===== src/design/hds_pkg.sv =====
package hds_pkg;

    // Field widths
    localparam int PIX_W     = 8;
    localparam int ROW_W     = 12;
    localparam int COL_W     = 10;
    localparam int FW_W      = 11;
    localparam int GAIN_W    = 2;
    localparam int CFG_W     = 12;
    localparam int CFG_IDX_W = 2;

    // Internal width for frame-width arithmetic, covers widths up to 4096
    localparam int DIM_W = 13;

    // Smallest frame side that the stencil accepts
    localparam int MIN_DIM = 3;

    // Configuration register indexes
    localparam logic [CFG_IDX_W-1:0] REG_FRAME_WIDTH  = 2'd0;
    localparam logic [CFG_IDX_W-1:0] REG_FRAME_HEIGHT = 2'd1;
    localparam logic [CFG_IDX_W-1:0] REG_DIFF_GAIN    = 2'd2;

    // Configuration reset values
    localparam logic [FW_W-1:0]   RST_FRAME_WIDTH  = 11'd640;
    localparam logic [ROW_W-1:0]  RST_FRAME_HEIGHT = 12'd480;
    localparam logic [GAIN_W-1:0] RST_DIFF_GAIN    = 2'd1;

    typedef logic [PIX_W-1:0] pix_t;

    // Control of one window tap cell
    typedef struct packed {
        logic shift;
        logic seed;
    } tap_ctl_t;

endpackage


===== src/design/hds_tap_cell.sv =====
module hds_tap_cell
    import hds_pkg::*;
(
    input  logic     clk,
    input  tap_ctl_t ctl,
    input  pix_t     seed_pix,
    input  pix_t     nbr_pix,
    output pix_t     tap
);

    pix_t tap_reg;

    // Take the neighbor's pixel on each item, or the row-start seed
    always_ff @(posedge clk)
    begin
        if (ctl.shift)
        begin
            tap_reg <= ctl.seed ? seed_pix : nbr_pix;
        end
    end

    assign tap = tap_reg;

endmodule


===== config.mk =====
export PLATFORM = sky130hd
export DESIGN_NAME = hds_tap_cell
export DESIGN_NICKNAME = d
export VERILOG_FILES = /design/src/design/hds_pkg.sv /design/src/design/hds_tap_cell.sv
export SDC_FILE = /design/constraint.sdc
export NUM_CORES = 1
export LEC_CHECK = 0
export ABC_AREA = 1
export BUFFER_PORTS_ARGS = -buffer_cell sky130_fd_sc_hd__buf_2
export CORE_AREA = 2 2 39 41
export DETAILED_ROUTE_END_ITERATION = 8
export DIE_AREA = 0 0 41 43
export PLACE_DENSITY_LB_ADDON = 0.15
export SLEW_MARGIN = 10
export SYNTH_ARGS = -nofsm -noshare
export SYNTH_HDL_FRONTEND = slang
export SYNTH_SLANG_ARGS = --single-unit

===== constraint.sdc =====
create_clock -name clk -period 0.8 [get_ports clk]
set_input_delay 0.16 -clock clk [delete_from_list [all_inputs] [get_ports clk]]
set_output_delay 0.16 -clock clk [all_outputs]
set_load 0.05 [all_outputs]

==> results of run 1 <==
## placed cells by master, fill, tap and decap left out
master / instances
buf_6: 8
nand2_1: 24
clkbuf_4: 3
buf_2: 18
inv_2: 1
edfxtp_1: 8
## metal layers
layer | vias to the layer above | wire (um) | global-route usage, %
met5 | - | 0 | 0
met4 | 0 | 0 | 6.000
met3 | 0 | 57 | 3.141
met2 | 15 | 383 | 16.25
met1 | 134 | 224 | 9.302
li1 | 164 | - | -
## where the power goes
part           internal [mW]  switching [mW]  leakage [nW]
registers              0.508          0.0157        0.0780
clock network          0.171           0.132        0.0138
logic                  0.114           0.189         0.194
total                  0.793           0.337         0.286
## through the flow
step                      util [%]  setup WS [ps]  setup TNS (ps)  instances  hold WS (ps)
after floorplan                  -          39.39               0         34         272.5
after global placement       34.99          5.651               0         75         425.9
after detailed placement     34.99         -15.30          -18.30         75         429.3
after CTS                    40.24         -164.7           -1250         78         169.3
after global routing         40.24         -184.6           -1394         78         174.4
final                        40.24         -151.9           -1169         78         173.7
## synth_stat cells (all sizes together)
cell type	instances	area share [%]
buf	1	3.3
nand2	24	26
edfxtp	8	70
inv	1	1.1
## worst paths after layout
kind | startpoint | to | slack [ps] | cells after the start
hold / removal | nbr_pix[6] | tap[6] | 170 | 3
setup / recovery | tap[6] | tap[6] | -150 | 1
## final cells by class
type	instances	share of cell area (%)
inverter	1	0.6742
timing repair buffer	26	32.36
sequential	8	43.15
clock buffer	3	4.045
multi-input combinational	24	16.18
tap	16	3.596
## kinds of logic (layout without fill, tap and decap cells)
| group | after synthesis | count (layout) | synth area share, % |
|---|---|---|---|
| simple gates | 24 | 24 | 26.09 |
| buf+inv | 2 | 30 | 4.347 |
| flops | 8 | 8 | 69.57 |
## timing repair
action / in CTS / in global routing
cloned: 0 / 0
hold endpoints to repair: 0 / 0
gates resized for setup: 16 / 0
endpoints found under the setup margin: 8 / 8
==> flow_summary.yaml, run 1 <==
floorplan:
  ios: 27
  fp-row-count: 14
  start_util_pct: 24.95
  die_h_um: 43
  die_x_um: 41
  core_sq_um: 1384
  dieArea_sq_um: 1763
pwr:
  peakVddDrop_mv: 0.6784
  power_density_nw_per_um2: 2029
  leakagePower_nw: 0.2857
  p_total_mw: 1.130
critical_path:
  cp_slowest_cell: "edfxtp_1"
  crit_family: "flip-flops"
  crit_type: "flop to output pin"
  path_cells: "buf_6"
  worstPathArrival_ps: 790
  worstSetupEndpointType: "output pin"
  slowest_delay_ps: 380
  crit_path_max_fanout: 1
  cp.required_ps: 640
  path_buf_inv: 1
  cp-start-kind: "flop"
timing:
  slew_viol_final: 0
  hold_viol_final: 0
  worst_slack_ps: -151.9
  fmax_mhz: 1051
  relSlewSlack_pct: 88.03
  finalCriticalPeriod_ps: 951.9
  setup_viol: 8
  rsz0062_at_grt: "true"
  worstMarginPinSlew_ps: 179.5
  layout_worst_path_cycle_share_pct: 119.0
clock_tree:
  cts.sinks: 8
  clk_pin_slew_ps: 60
  cts_tree: "done"
  cts_max_level: 1
  post_cts_buffers: 0
  clk_path_buf_depth: 2
  cts_made_buffers: 3
  cts_root_buf: "clkbuf_4"
  hold_buffers: 0
min_path:
  hold_class: "primary input to flop"
layout:
  final_area_sq_um: 556.8
  largest_reg_flops: 8
  syn_to_final_growth_pct: 61.23
  diodes: 0
  drive_above_1_share_pct: 48.39
  regArea_sq_um: 240.2
  num-fill-cells: 138
  multi_input_area_sq_um: 90.09
  nets: 83
detailed_routing:
  drtPass1Iterations: 3
  vias: 313
  post_drt_wl_per_cell_um: 8.526
  route.detailed.drc: 0
  drt_iter0_markers: 3
  drt-vias-per-instance: 4.013
  finalWirelength_um: 665
  drtAntennaViolNets: 0
placement:
  io_buffers: 26
  hpwl_um: 551.5
  gp_congestion: 0.5825
  place_area_sq_um: 484.2
run_status:
  status: "complete, but fails checks"
  violations: "negative setup slack"
global_route:
  antenna_found_initial: 0
  grt_pass1_vias: 301
  grt_max_degree: 10
  overflow: 0
  grt_first_pass_wirelength_mm: 1.110
  grt.total_usage_pct: 9.635
yosys:
  syn_area_per_cell_sq_um: 10.16
  synthesis.area_sq_um: 345.3
  yosys_warnings: 0
  ys_seq_area_share_pct: 69.57
  yosysUniqueCellTypes: 4
  syn-num-nets: 53
  syn_inst: 34
  ys_ff_latch: 8
flow_run:
  maxCapViolations: 0
No activity file was read; power rests on OpenSTA's default activity.
==> run 2: changes to the inputs <==
- CORE_AREA: 2 2 39 41 -> 3 3 40 42
- DIE_AREA: 0 0 41 43 -> 0 0 43 45
==> run 2 against run 1 <==
The run still ends with negative setup slack left. Non-clock buffer count is the same. Combinational power is essentially flat. Design area shrank 0.22%. Core utilization grew 3.0 points. Via count shrank 1.9%. Sequential cell count is the same. Final cell count shrank 1.3%. Global-route usage shrank 1.6 points. Maximum frequency shrank 0.85%. First-iteration DRC count grew to 2.7 times the previous value. Die area grew 9.8%. Clock-buffer cell count is the same. Critical path type unchanged.
==> flow_summary.yaml, run 2 (synthesis gave the netlist of run 1 again) <==
layout:
  largest_reg_flops: 8
  final_cell_mix: "24 x nand2_1, 18 x buf_2, 8 x buf_6, 8 x edfxtp_1, 3 x clkbuf_4"
  final_cells: 77
  regArea_sq_um: 240.2
  syn_to_final_growth_pct: 60.87
  multi_input_area_sq_um: 90.09
  nets: 83
  num-fill-cells: 122
  final_common_cell: "nand2_1"
  postLayoutCoreUtil_pct: 43.23
  diodes: 0
  drive_above_1_share_pct: 48.39
detailed_routing:
  route.detailed.drc: 0
  drt_iter0_markers: 8
  drt-vias-per-instance: 3.987
  post_drt_wl_per_cell_um: 9.455
  finalWirelength_um: 728
  vias: 307
  drtAntennaViolNets: 0
  drtPass1Iterations: 3
clock_tree:
  cts_root_buf: "clkbuf_4"
  cts_made_buffers: 3
  cts_max_level: 1
  clk_pin_slew_ps: 50
  cts.sinks: 8
  post_cts_buffers: 0
  hold_buffers: 0
  cts_tree: "done"
  clk_path_buf_depth: 2
timing:
  finalCriticalPeriod_ps: 960.1
  setup_viol: 8
  worstMarginPinSlew_ps: 183.3
  slew_viol_final: 0
  layout_worst_path_cycle_share_pct: 120.0
  fmax_mhz: 1042
  worst_slack_ps: -160.1
  rsz0062_at_grt: "true"
  relSlewSlack_pct: 87.78
  hold_viol_final: 0
critical_path:
  worstSetupEndpointType: "output pin"
  crit_path_max_fanout: 1
  crit_family: "flip-flops"
  worstPathArrival_ps: 800
  path_buf_inv: 1
  cp.required_ps: 640
  path_cells: "buf_6"
  slowest_delay_ps: 380
  cp_slowest_cell: "edfxtp_1"
  crit_type: "flop to output pin"
  cp-start-kind: "flop"
pwr:
  switching_share_pct: 29.72
  p_sw_mw: 0.3355
  leakagePower_nw: 0.2857
  power_density_nw_per_um2: 2032
  p_seq_share_pct: 46.5
  clock_power_share_pct: 26.6
  peakVddDrop_mv: 0.6511
  p_int_mw: 0.7934
  p_comb_share_pct: 26.9
flow_run:
  maxCapViolations: 0
floorplan:
  ios: 27
  die_x_um: 43
  die_h_um: 45
  core_sq_um: 1285
  fp-row-count: 13
  start_util_pct: 26.87
  dieArea_sq_um: 1935
global_route:
  grt_max_degree: 10
  antenna_found_initial: 0
  grt.total_usage_pct: 8.017
  grt_first_pass_wirelength_mm: 1.069
  grt_pass1_vias: 268
  overflow: 0
placement:
  placed_cells: 74
  io_buffers: 26
  gp_congestion: 0.6939
run_status:
  status: "complete, but fails checks"
  violations: "negative setup slack"
min_path:
  hold_class: "primary input to flop"
-- run 2: cell counts in the layout (fill, tap and decap cells not counted) --
Identical to the previous run, type by type.
-- run 2: through the flow --
stage	power, mW	hold WS (ps)	setup slack (ps)	setup TNS [ps]	area, sq um
finish	1.129	173.7	-160.1	-1192	555.5
global route	1.172	182.0	-190.6	-1416	555.5
CTS	1.146	167.7	-175.8	-1282	555.5
detailed placement	0.7862	430.7	-5.224	-5.406	483.0
global placement	0.7864	432.4	11.66	0	483.0
floorplan	0.7032	272.5	39.39	0	345.3
-- run 2: final cells by class --
cell class                      count  area share [%]
Inverter                            1          0.6757
Timing Repair Buffer               26           32.43
Tap cell                           15           3.378
Sequential cell                     8           43.24
Multi-Input combinational cell     24           16.22
Clock buffer                        3           4.054
-- run 2: worst paths after layout --
path  endpoint        from  depth (start not counted)  slack [ps]
max     tap[4]      tap[4]                          1        -160
min     tap[1]  nbr_pix[1]                          3         170
-- run 2: repair_timing --
action,4_1_cts,5_1_grt
setup endpoints to repair,8,8
pin swaps,0,0
resized for setup,16,0
-- run 2: power by group through the flow --
stage,Clock (mW),Combinational (mW),Sequential (mW)
final,0.301,0.303,0.525
after global routing,0.321,0.322,0.529
after CTS,0.314,0.307,0.525
after detailed placement,0,0.263,0.523
after global placement,0,0.264,0.523
after floorplan,0,0.0410,0.662
-- run 2: metal layers --
metal,part of all wire [%],GRT usage [%],vias up
met2,52,10.48,15
li1,-,-,167
met4,2.6,9.036,0
met5,0,0,-
met1,37,9.774,123
met3,8.0,2.390,2
